<file path="src/design/tst_pkg.sv">
// Package for the timer slot table: codes, sizes and the controller state type.
// Used by timer_slot_table.sv; depends on nothing else.

package tst_pkg;

  // Table size and tick length
  localparam int SLOTS       = 8;
  localparam int SLOT_W      = $clog2(SLOTS);
  localparam int MS_PER_TICK = 10;
  localparam int TIME_W      = 32;

  // Period to ticks: reciprocal multiply, exact for every 32-bit period
  localparam int              DIV_SHIFT = TIME_W + $clog2(MS_PER_TICK);
  localparam logic [TIME_W:0] DIV_MAGIC =
    (TIME_W + 1)'(((64'd1 << DIV_SHIFT) / 64'(MS_PER_TICK)) + 64'd1);

  // Operation codes (in_tuser)
  localparam logic [2:0] OP_CREATE = 3'd0;
  localparam logic [2:0] OP_DELETE = 3'd1;
  localparam logic [2:0] OP_RESET  = 3'd2;
  localparam logic [2:0] OP_STOP   = 3'd3;
  localparam logic [2:0] OP_CHANGE = 3'd4;
  localparam logic [2:0] OP_TICK   = 3'd5;

  // Result status codes (out_tuser)
  localparam logic [2:0] STAT_DONE    = 3'd0;
  localparam logic [2:0] STAT_FULL    = 3'd1;
  localparam logic [2:0] STAT_UNUSED  = 3'd2;
  localparam logic [2:0] STAT_EXPIRED = 3'd3;
  localparam logic [2:0] STAT_IDLE    = 3'd4;

  // Slot modes
  localparam logic [1:0] MODE_PERIODIC  = 2'd0;
  localparam logic [1:0] MODE_ONE_PAUSE = 2'd1;
  localparam logic [1:0] MODE_ONE_FREE  = 2'd2;
  localparam logic [1:0] MODE_ONE_STOP  = 2'd3;

  // Controller states
  typedef enum logic [2:0] {
    S_IDLE,
    S_OP_RD,
    S_OP_WR,
    S_TK_RD,
    S_TK_WR,
    S_TK_END
  } state_t;

endpackage

</file>
<file path="src/design/timer_slot_table.sv">
// Timer slot table top level: controller, slot flags and the period/count memory.
// Depends on tst_pkg.

// A table of eight timer slots. Period and count of every slot live in one
// synchronous memory (one read, one write per cycle, registered read data);
// the used, mode and paused flags sit in flip-flops cleared by reset, so no
// clearing pass is needed. Create, delete, reset, stop and change period go
// from accept through memory read, then modify and write back, before the
// next accept; create and change period turn milliseconds into ticks with
// a reciprocal multiply during the memory read cycle. A tick walks the slots
// one at a time through the memory, read then write back, then ends in a
// final result state; each expiry is held one slot back so that the final
// result can carry tlast. Both wait while the output register is full and
// not taken and they have a result to hand over.

module timer_slot_table (
  input  logic        clk,
  input  logic        rst_n,
  // Input channel
  input  logic        in_tvalid,
  output logic        in_tready,
  input  logic [71:0] in_tdata,   // slot[2:0], mode[4:3], period_ms[36:5], now_time[68:37]
  input  logic [2:0]  in_tuser,   // operation[2:0]
  // Result channel
  output logic        out_tvalid,
  input  logic        out_tready,
  output logic [7:0]  out_tdata,  // slot_index[2:0]
  output logic [2:0]  out_tuser,  // status[2:0]
  output logic        out_tlast   // last
);

  localparam int TW = tst_pkg::TIME_W;
  localparam int SW = tst_pkg::SLOT_W;

  tst_pkg::state_t state_r, state_nxt;

  // Slot flags
  logic [tst_pkg::SLOTS-1:0] used_r, used_nxt;
  logic [tst_pkg::SLOTS-1:0] paused_r, paused_nxt;
  logic [1:0]                mode_r [tst_pkg::SLOTS];
  logic [1:0]                mode_nxt [tst_pkg::SLOTS];

  // Period/count memory, entry = {period, count}
  logic [2*TW-1:0] mem [tst_pkg::SLOTS];
  logic [2*TW-1:0] rd_data_r;
  logic            rd_en;
  logic [SW-1:0]   rd_addr;
  logic            mem_we;
  logic [SW-1:0]   mem_waddr;
  logic [2*TW-1:0] mem_wdata;

  // Latched transaction
  logic [2:0]    op_r;
  logic [SW-1:0] tgt_r;
  logic [1:0]    mode_in_r;
  logic          full_r;
  logic [TW-1:0] last_time_r;
  logic [TW-1:0] delta_r;

  // Period in ms, then in ticks
  logic [TW-1:0] quo_r;
  logic [2*TW:0] prod;
  logic [TW-1:0] period_ticks;

  // Tick walk
  logic [SW-1:0] walk_r;
  logic          pend_vld_r;
  logic [SW-1:0] pend_slot_r;

  // Output register
  logic          out_valid_r;
  logic [2:0]    out_status_r;
  logic [SW-1:0] out_slot_r;
  logic          out_last_r;
  logic          out_free;
  logic          out_load;
  logic [2:0]    out_status;
  logic [SW-1:0] out_slot;
  logic          out_last;

  // Input fields
  logic [2:0]    in_op;
  logic [SW-1:0] in_slot;
  logic [1:0]    in_mode;
  logic [TW-1:0] in_period;
  logic [TW-1:0] in_now;
  logic          in_acc;

  // Lookup and tick arithmetic
  logic [SW-1:0] free_idx;
  logic [TW-1:0] rd_period;
  logic [TW-1:0] rd_count;
  logic [TW:0]   sum;
  logic [TW-1:0] cnt_sat;
  logic          tk_active;
  logic          tk_exp;
  logic          tk_stall;
  logic          walk_done;
  logic          pend_vld_nxt;

  assign in_op     = in_tuser;
  assign in_slot   = in_tdata[2:0];
  assign in_mode   = in_tdata[4:3];
  assign in_period = in_tdata[36:5];
  assign in_now    = in_tdata[68:37];

  assign in_tready = (state_r == tst_pkg::S_IDLE);
  assign in_acc    = in_tvalid && in_tready;
  assign out_free  = !out_valid_r || out_tready;

  assign out_tvalid = out_valid_r;
  assign out_tuser  = out_status_r;
  assign out_tdata  = {{(8 - SW){1'b0}}, out_slot_r};
  assign out_tlast  = out_last_r;

  // Lowest free slot
  always_comb begin
    free_idx = '0;
    for (int i = tst_pkg::SLOTS - 1; i >= 0; i--) begin
      if (!used_r[i]) free_idx = SW'(i);
    end
  end

  // Milliseconds to ticks: multiply by the scaled reciprocal, keep the high part
  assign prod         = {{(TW + 1){1'b0}}, quo_r} * {{TW{1'b0}}, tst_pkg::DIV_MAGIC};
  assign period_ticks = TW'(prod >> tst_pkg::DIV_SHIFT);

  // Tick arithmetic on the entry just read
  assign rd_period = rd_data_r[2*TW-1:TW];
  assign rd_count  = rd_data_r[TW-1:0];
  assign sum       = {1'b0, rd_count} + {1'b0, delta_r};
  assign cnt_sat   = sum[TW] ? '1 : sum[TW-1:0];
  assign tk_active = used_r[walk_r] && !paused_r[walk_r];
  assign tk_exp    = tk_active && (cnt_sat >= rd_period);
  assign tk_stall  = tk_exp && pend_vld_r && !out_free;
  assign walk_done = (walk_r == SW'(tst_pkg::SLOTS - 1));

  // Next state
  always_comb begin
    state_nxt = state_r;
    unique case (state_r)
      tst_pkg::S_IDLE: begin
        if (in_acc) begin
          if (in_op == tst_pkg::OP_TICK) begin
            state_nxt = tst_pkg::S_TK_RD;
          end else if (in_op == tst_pkg::OP_CREATE || in_op == tst_pkg::OP_CHANGE ||
                       in_op == tst_pkg::OP_DELETE || in_op == tst_pkg::OP_RESET ||
                       in_op == tst_pkg::OP_STOP) begin
            state_nxt = tst_pkg::S_OP_RD;
          end
        end
      end
      tst_pkg::S_OP_RD: state_nxt = tst_pkg::S_OP_WR;
      tst_pkg::S_OP_WR: begin
        if (out_free) state_nxt = tst_pkg::S_IDLE;
      end
      tst_pkg::S_TK_RD: state_nxt = tst_pkg::S_TK_WR;
      tst_pkg::S_TK_WR: begin
        if (!tk_stall) state_nxt = walk_done ? tst_pkg::S_TK_END : tst_pkg::S_TK_RD;
      end
      tst_pkg::S_TK_END: begin
        if (out_free) state_nxt = tst_pkg::S_IDLE;
      end
      default: state_nxt = tst_pkg::S_IDLE;
    endcase
  end

  // Datapath control: memory access, flag updates, results
  always_comb begin
    rd_en        = 1'b0;
    rd_addr      = tgt_r;
    mem_we       = 1'b0;
    mem_waddr    = tgt_r;
    mem_wdata    = rd_data_r;
    used_nxt     = used_r;
    paused_nxt   = paused_r;
    mode_nxt     = mode_r;
    out_load     = 1'b0;
    out_status   = tst_pkg::STAT_DONE;
    out_slot     = tgt_r;
    out_last     = 1'b1;
    pend_vld_nxt = pend_vld_r;

    unique case (state_r)
      tst_pkg::S_OP_RD: begin
        rd_en = 1'b1;
      end
      tst_pkg::S_OP_WR: begin
        if (out_free) begin
          out_load = 1'b1;
          if (op_r == tst_pkg::OP_CREATE) begin
            if (full_r) begin
              out_status = tst_pkg::STAT_FULL;
              out_slot   = '0;
            end else begin
              used_nxt[tgt_r]   = 1'b1;
              paused_nxt[tgt_r] = 1'b0;
              mode_nxt[tgt_r]   = mode_in_r;
              mem_we            = 1'b1;
              mem_wdata         = {quo_r, {TW{1'b0}}};
            end
          end else if (!used_r[tgt_r]) begin
            out_status = tst_pkg::STAT_UNUSED;
          end else begin
            case (op_r)
              tst_pkg::OP_DELETE: begin
                used_nxt[tgt_r]   = 1'b0;
                paused_nxt[tgt_r] = 1'b0;
                mode_nxt[tgt_r]   = tst_pkg::MODE_PERIODIC;
              end
              tst_pkg::OP_RESET: begin
                paused_nxt[tgt_r] = 1'b0;
                mem_we            = 1'b1;
                mem_wdata         = {rd_period, {TW{1'b0}}};
              end
              tst_pkg::OP_STOP: begin
                paused_nxt[tgt_r] = 1'b1;
                mem_we            = 1'b1;
                mem_wdata         = {rd_period, {TW{1'b0}}};
              end
              default: begin
                // change period: count restarts only on a new period
                paused_nxt[tgt_r] = 1'b0;
                if (rd_period != quo_r) begin
                  mem_we    = 1'b1;
                  mem_wdata = {quo_r, {TW{1'b0}}};
                end
              end
            endcase
          end
        end
      end
      tst_pkg::S_TK_RD: begin
        rd_en   = 1'b1;
        rd_addr = walk_r;
      end
      tst_pkg::S_TK_WR: begin
        mem_waddr = walk_r;
        if (tk_active && !tk_stall) begin
          mem_we    = 1'b1;
          mem_wdata = {rd_period, tk_exp ? {TW{1'b0}} : cnt_sat};
          if (tk_exp) begin
            // previous expiry goes out now, this one waits for the next
            out_load     = pend_vld_r;
            out_status   = tst_pkg::STAT_EXPIRED;
            out_slot     = pend_slot_r;
            out_last     = 1'b0;
            pend_vld_nxt = 1'b1;
            case (mode_r[walk_r]) inside
              tst_pkg::MODE_ONE_PAUSE, tst_pkg::MODE_ONE_STOP: begin
                paused_nxt[walk_r] = 1'b1;
              end
              tst_pkg::MODE_ONE_FREE: begin
                used_nxt[walk_r]   = 1'b0;
                paused_nxt[walk_r] = 1'b0;
                mode_nxt[walk_r]   = tst_pkg::MODE_PERIODIC;
              end
              default: ;
            endcase
          end
        end
      end
      tst_pkg::S_TK_END: begin
        if (out_free) begin
          out_load     = 1'b1;
          out_status   = pend_vld_r ? tst_pkg::STAT_EXPIRED : tst_pkg::STAT_IDLE;
          out_slot     = pend_vld_r ? pend_slot_r : '0;
          pend_vld_nxt = 1'b0;
        end
      end
      default: ;
    endcase
  end

  // Memory
  always_ff @(posedge clk) begin
    if (mem_we) mem[mem_waddr] <= mem_wdata;
    if (rd_en) rd_data_r <= mem[rd_addr];
  end

  // Controller and flags
  always_ff @(posedge clk) begin
    if (!rst_n) begin
      state_r     <= tst_pkg::S_IDLE;
      used_r      <= '0;
      paused_r    <= '0;
      last_time_r <= '0;
      pend_vld_r  <= 1'b0;
      out_valid_r <= 1'b0;
      for (int i = 0; i < tst_pkg::SLOTS; i++) mode_r[i] <= tst_pkg::MODE_PERIODIC;
    end else begin
      state_r    <= state_nxt;
      used_r     <= used_nxt;
      paused_r   <= paused_nxt;
      mode_r     <= mode_nxt;
      pend_vld_r <= pend_vld_nxt;
      if (in_acc && in_op == tst_pkg::OP_TICK) last_time_r <= in_now;
      if (out_load) out_valid_r <= 1'b1;
      else if (out_tready) out_valid_r <= 1'b0;
    end
  end

  // Transaction payload, period conversion, walk and result registers
  always_ff @(posedge clk) begin
    if (in_acc) begin
      op_r      <= in_op;
      tgt_r     <= (in_op == tst_pkg::OP_CREATE) ? free_idx : in_slot;
      full_r    <= &used_r;
      mode_in_r <= in_mode;
      delta_r   <= in_now - last_time_r;
      quo_r     <= in_period;
      walk_r    <= '0;
    end else if (state_r == tst_pkg::S_OP_RD) begin
      quo_r <= period_ticks;
    end else if (state_r == tst_pkg::S_TK_WR && !tk_stall) begin
      walk_r <= walk_r + 1'b1;
    end
    if (state_r == tst_pkg::S_TK_WR && tk_exp && !tk_stall) pend_slot_r <= walk_r;
    if (out_load) begin
      out_status_r <= out_status;
      out_slot_r   <= out_slot;
      out_last_r   <= out_last;
    end
  end

endmodule

</file>
<file path="config.mk">
export PLATFORM = sky130hd
export DESIGN_NAME = timer_slot_table
export DESIGN_NICKNAME = d
export VERILOG_FILES = /design/src/design/tst_pkg.sv /design/src/design/timer_slot_table.sv
export SDC_FILE = /design/constraint.sdc
export NUM_CORES = 2
export LEC_CHECK = 0
export BUFFER_PORTS_ARGS = -buffer_cell sky130_fd_sc_hd__buf_2
export CAP_MARGIN = 20
export CORE_MARGIN = 10
export CORE_UTILIZATION = 55
export DETAILED_ROUTE_END_ITERATION = 8
export PLACE_DENSITY = 0.75
export SETUP_SLACK_MARGIN = 0.05
export SYNTH_ARGS = -nofsm -noshare
export SYNTH_HDL_FRONTEND = slang
export SYNTH_SLANG_ARGS = --single-unit
</file>
<file path="constraint.sdc">
create_clock -name clk -period 9.1 [get_ports clk]
set_input_delay 1.82 -clock clk [delete_from_list [all_inputs] [get_ports clk]]
set_output_delay 1.82 -clock clk [all_outputs]
set_load 0.01 [all_outputs]
</file>
# Word level (Yosys, flattened, before mapping)

Memories as Yosys holds them, arrays and structs flattened. A register that Yosys moved wholly into a read port is not among the register bits.
Cells that the tools add are included.

Input port bits: 79
Bits in writable memories: 512
Register bits: 155
Memories: 1
Output and inout port bits: 14

Memory list:

| memory | words | bits a word | read ports | clocked after Yosys merged registers in | write ports | line                   | RTL |
|---|---|---|---|---|---|---|---|
| mem    | 8     | 64          | 1          | 1                                       | 1           | timer_slot_table.sv:44 | `logic [2*TW-1:0] mem [tst_pkg::SLOTS];` |

Multiplexer cells: 117
Bitwise logic cells: 16
Equal/unequal tests: 32
Add/sub/neg operators: 3
$lt $le $gt $ge: 9
$mul: 1
Reduce and logical (&&, ||, !) cells: 41

Operators by type and width:

| cell                                                                  | count |
|---|---|
| 64-bit 2-to-1 mux                                                     | 5 |
| 64-bit one-hot mux with 2 select lines                                | 2 |
| 32-bit 2-to-1 mux                                                     | 5 |
| 16-bit 2-to-1 mux                                                     | 9 |
| 8-bit 2-to-1 mux                                                      | 18 |
| 3-bit 2-to-1 mux                                                      | 28 |
| 32-bit by 32-bit multiplier with 64-bit output, second input constant | 1 |
| 32-bit by 32-bit adder with 33-bit output                             | 1 |
| 16-bit AND                                                            | 2 |
| 8-bit AND                                                             | 4 |
| 32-bit >= comparator                                                  | 1 |
| 32-bit inequality test                                                | 1 |
| 16-bit inverter                                                       | 2 |
| 16-bit one-hot mux with 2 select lines                                | 1 |
| 8-bit one-hot mux with 2 select lines                                 | 2 |
| 32-bit subtractor                                                     | 1 |
| 1-bit 2-to-1 mux                                                      | 24 |
| 8-bit bitwise OR                                                      | 3 |
| 3-bit by 2-bit == test with 1-bit output, second input constant       | 6 |
| 3-bit one-hot mux with 3 select lines                                 | 2 |
| 16-bit bitwise mux                                                    | 1 |
| 8-bit inverter                                                        | 2 |
| 3-bit == test, second input constant                                  | 5 |
| 3-bit one-hot mux with 5 select lines                                 | 1 |
| 32 further kinds                                                      | 92 |

# Longest topological paths before layout

Depth in word-level cells: 13
Gate-level depth with buffers: 25
Depth with buffers taken out: 25

# Worst setup path after synthesis

Ideal clock, no wire load.

Path kind: register to register
Start point: reg rd_data_r[0] (read register of mem)
End point: mem mem[4][0] in the netlist's numbering (enable)
Data required time: 8607 ps
Setup slack: 601 ps
Arrival: 8006 ps
Buffers on the path: 3
Stages on the path, launching flop included: 25
Library setup time: 493 ps
Cells stage by stage: edfxtp_1 -> ha_1 -> fa_1 -> a21o_1 -> a21oi_1 -> o21a_1 -> nor4b_1 -> o21ai_1 -> o21ai_1 -> a221o_1 -> a311oi_1 -> buf_2 -> buf_4 -> nand2_1 -> ha_1 -> a21o_1 -> a21o_1 -> a211oi_1 -> o221ai_2 -> a221oi_2 -> o31ai_1 -> a221o_1 -> buf_2 -> nand2b_1 -> nor2b_1

Word-level cells in the longest chain between the ends: 12

RTL lines:

| item                                      | line                    | RTL |
|---|---|---|
| start, declared                           | timer_slot_table.sv:45  | `logic [2*TW-1:0] rd_data_r;` |
| 32-bit by 32-bit adder with 33-bit output | timer_slot_table.sv:131 | `assign sum = {1'b0, rd_count} + {1'b0, delta_r};` |
| 32-bit 2-to-1 mux                         | timer_slot_table.sv:132 | `assign cnt_sat = sum[TW] ? '1 : sum[TW-1:0];` |
| 32-bit >= comparator                      | timer_slot_table.sv:134 | `assign tk_exp = tk_active && (cnt_sat >= rd_period);` |
| 1-bit logical AND                         | timer_slot_table.sv:134 |  |
| 1-bit logical AND (2 in a row)            | timer_slot_table.sv:135 | `assign tk_stall = tk_exp && pend_vld_r && !out_free;` |
| 1-bit logical NOT                         | timer_slot_table.sv:239 | `if (tk_active && !tk_stall) begin` |
| 1-bit logical AND                         | timer_slot_table.sv:239 |  |
| 1-bit 2-to-1 mux                          | timer_slot_table.sv:239 |  |
| 1-bit one-hot mux with 2 select lines     | timer_slot_table.sv:184 | `unique case (state_r)` |
| 1-bit 2-to-1 mux                          | timer_slot_table.sv:277 | `if (mem_we) mem[mem_waddr] <= mem_wdata;` |
| 1-bit 2-to-1 mux (not written as such)    | timer_slot_table.sv:277 |  |
| end, declared                             | timer_slot_table.sv:44  |  |

No other way between the ends.

# Worst setup path in the final report

Start point: reg quo_r[2]
End point: reg quo_r[14], data pin

Word-level cells in the longest chain between the ends: 3

RTL lines:

| item                                           | line                    | RTL |
|---|---|---|
| start, declared                                | timer_slot_table.sv:61  | `logic [TW-1:0] quo_r;` |
| start signal, assigned                         | timer_slot_table.sv:311 | `quo_r <= in_period;` |
| start signal, assigned                         | timer_slot_table.sv:314 | `quo_r <= period_ticks;` |
| 32-bit by 32-bit multiplier with 64-bit output | timer_slot_table.sv:125 | `assign prod = {{(TW + 1){1'b0}}, quo_r} * {{TW{1'b0}}, tst_pkg::DIV_MAGIC};` |
| 32-bit 2-to-1 mux                              | timer_slot_table.sv:313 | `end else if (state_r == tst_pkg::S_OP_RD) begin` |
| 32-bit 2-to-1 mux                              | timer_slot_table.sv:305 | `if (in_acc) begin` |

No other way between the ends. The select of a mux whose other input is x is not followed.
A chain may end at the register's enable or synchronous reset.

==> impl_metrics.json <==
{
  "dp.cells": 5947,
  "syn2layout_area_growth_pct": 9.40,
  "num-fill-cells": 7111,
  "clockBufferDepth": 3,
  "cts_sinks": 731,
  "synth_cells": 4762,
  "clock_skew_ns": 0.0366,
  "ys_warn_count": 0,
  "worst_pin_slew_ns": 1.11,
  "core_um2": 91500,
  "die_h_um": 323,
  "critPathBufInv": 6,
  "setup_ws_ns": 0.423,
  "dr.pass1.iters": 7,
  "die_w_um": 323,
  "drive_above_1_share_pct": 6.62,
  "cp-end-kind": "flop",
  "path_clk_slew_ns": 0.06,
  "multiInputGateArea_um2": 26100,
  "worst_ep_arrival_time_ns": 9.04,
  "layoutNonFillerInstCount": 6095,
  "wl_per_cell_um": 21.4,
  "seq_area_um2": 21200,
  "vias": 35756,
  "slowest_stage": "edfxtp_1",
  "drt-total-wl_um": 131000,
  "cp.required_ns": 9.46,
  "grt_first_pass_wirelength_um": 203000,
  "mostFrequentLayoutCell": "nand2_1",
  "grt_max_degree": 193,
  "vias_per_cell": 5.87,
  "fin_nets": 5773,
  "synth_edf_count": 659,
  "setup_tns_ns": 0,
  "cts_made_buffers": 79,
  "overflow": 0,
  "seq_area_frac_synth_pct": 42.0,
  "pre_cts_ws_ns": 0.387,
  "drv_slew": 0,
  "diodes": 0,
  "cp_max_fo": 7,
  "cpMostUsedCell": "fa_1",
  "outcome": "completed",
  "crit_path_max_incr_delay_ns": 0.62,
  "min_period_over_period_pct": 95.3,
  "hp-class": "reg -> reg",
  "dp_hpwl_um": 92700,
  "synth_xor_area_share_pct": 1.94,
  "first_global_vias": 35467,
  "dieArea_um2": 104000,
  "post_dp_cell_area_um2": 52700,
  "finalHoldViolations": 0,
  "rsz0062_at_grt": "no",
  "insertion_delay_ns": 0.66,
  "cts_root_buf": "clkbuf_16",
  "row_count": 111,
  "yosysUniqueCellTypes": 88,
  "grt_usage_pct": 25.2,
  "antenna_found_initial": 2,
  "synth_top_family_by_area": "adder cells",
  "syn_area_um2": 50600,
  "post-route-drc-count": 0,
  "mostFrequentLayoutCells": "nand2_1, inv_1, edfxtp_1",
  "cts-resized-gates": 0,
  "synth.area.mux_share_pct": 0.628,
  "postCtsSetupBuffers": 0,
  "synth_compound_area_share_pct": 8.31,
  "ys_async_sr_fraction_pct": 0,
  "synthFlopType": "edfxtp_1",
  "synth_fa_ha_area_share_pct": 27.2,
  "gp_congestion": 0.964,
  "finalSetupViolCount": 0,
  "io_buffers": 84,
  "postRouteAntennaNets": 0,
  "final_cell_area_um2": 55300,
  "startpoint_type": "flop",
  "cts_tree": "yes",
  "max_slew_margin_pct": 26.1,
  "drt_iter0_markers": 3356,
  "cp_top_family": "adder cells",
  "fmax_mhz": 115,
  "syn_avg_cell_area_um2": 10.6,
  "timing.final.crit_period_ns": 8.68,
  "synth-simple-area-share_pct": 13.2,
  "start_util_pct": 55.3,
  "drv_cap": 0,
  "path_class": "reg -> reg",
  "htreeDepth": 3,
  "ios": 93,
  "cts_hold_buf": 0,
  "ys_ff_latch": 731
}
## final cells by class
class,count,share of cell area (%)
Timing Repair Buffer,164,2.15
Sequential cell,731,38.4
Inverter,729,4.95
Multi-Input combinational cell,3139,47.2
Clock buffer,102,3.86
Tap cell,1186,2.68
Clock inverter,44,0.803
## kinds of logic after synthesis
| kind of cell | count (synthesis) |
|---|---|
| AND/OR/NAND/NOR | 1500 |
| XOR/XNOR | 112 |
| other | 1 |
| buffers and inverters | 896 |
| multiplexers | 25 |
| flip-flops | 731 |
| adder cells (fa/ha/maj) | 850 |
| AO/OA/AOI/OAI | 647 |
## cell usage after synthesis, drive strengths merged (5+ instances only)
cell type	n	area share, %
nand2	805	6.0
inv	728	5.4
edfxtp	659	39
ha	433	11
fa	417	17
nand3	362	3.6
o21ai	181	1.8
clkbuf	143	1.1
a21oi	141	1.4
nor2	115	0.87
xnor2	91	1.6
dfxtp	72	2.8
a21o	68	1.0
nor2b	44	0.54
a21boi	39	0.58
a22o	31	0.54
nor3	31	0.31
nand2b	29	0.36
a31oi	25	0.31
and3	25	0.31
nand4	25	0.31
buf	24	0.29
xor2	21	0.36
a22oi	20	0.30
o21a	16	0.25
o21bai	15	0.22
o31ai	14	0.23
mux2i	13	0.26
or3	13	0.18
a41oi	11	0.19
o211ai	11	0.16
and2	10	0.12
nor4	10	0.12
o22ai	10	0.12
a211oi	9	0.13
a221o	8	0.16
a221oi	8	0.15
mux2	8	0.19
or2	7	0.087
nor3b	6	0.089
a2111oi	5	0.087
## sequential cells by signal (all words and copies together), names as in the netlist, named ones only
register     flops
mem            512
rd_data_r       64
delta_r         32
last_time_r     32
quo_r           32
mode_r          16
op_r             3
out_slot_r       3
out_tuser        3
pend_slot_r      3
state_r          3
tgt_r            3
walk_r           3
mode_in_r        2
full_r           1
out_tlast        1
out_tvalid       1
pend_vld_r       1
## final timing paths
kind | from | to | slack, ns | cells past startpoint
min reg2reg | last_time_r[4] | last_time_r[4] | 0.46 | 2
max | quo_r[2] | quo_r[14] | 0.42 | 25
min | last_time_r[4] | last_time_r[4] | 0.46 | 2
max reg2reg | quo_r[2] | quo_r[14] | 0.42 | 25
## worst register-to-register path, delay by kind of cell (launching register included)
family | cells | cell delay (ns)
xor gates and xnor gates | 1 | 0.28
DFF | 1 | 0.62
and+or+nand+nor | 3 | 0.91
adders and majority gates | 9 | 4.35
AOI/OAI and AO/OA | 6 | 1.84
buffers and inverters | 6 | 0.40
## per-layer routing
layer | global-route usage, % | up-vias | routed length, µm
met5 | 0 | - | 15
met1 | 33.2 | 17572 | 51900
li1 | - | 16281 | -
met2 | 41.2 | 1589 | 62200
met3 | 4.69 | 312 | 11500
met4 | 9.31 | 2 | 5040
## stage by stage
step | hold slack [ns] | util (%)
floorplan | 0.443 | -
finish | 0.464 | 60.5
global placement | 0.451 | 57.6
global route | 0.489 | 60.5
CTS | 0.466 | 60.4
detailed placement | 0.458 | 57.6
Power is left out: the tool's default activity adds up to more than one toggle a clock period on the data nets, which glitch-free logic cannot reach.
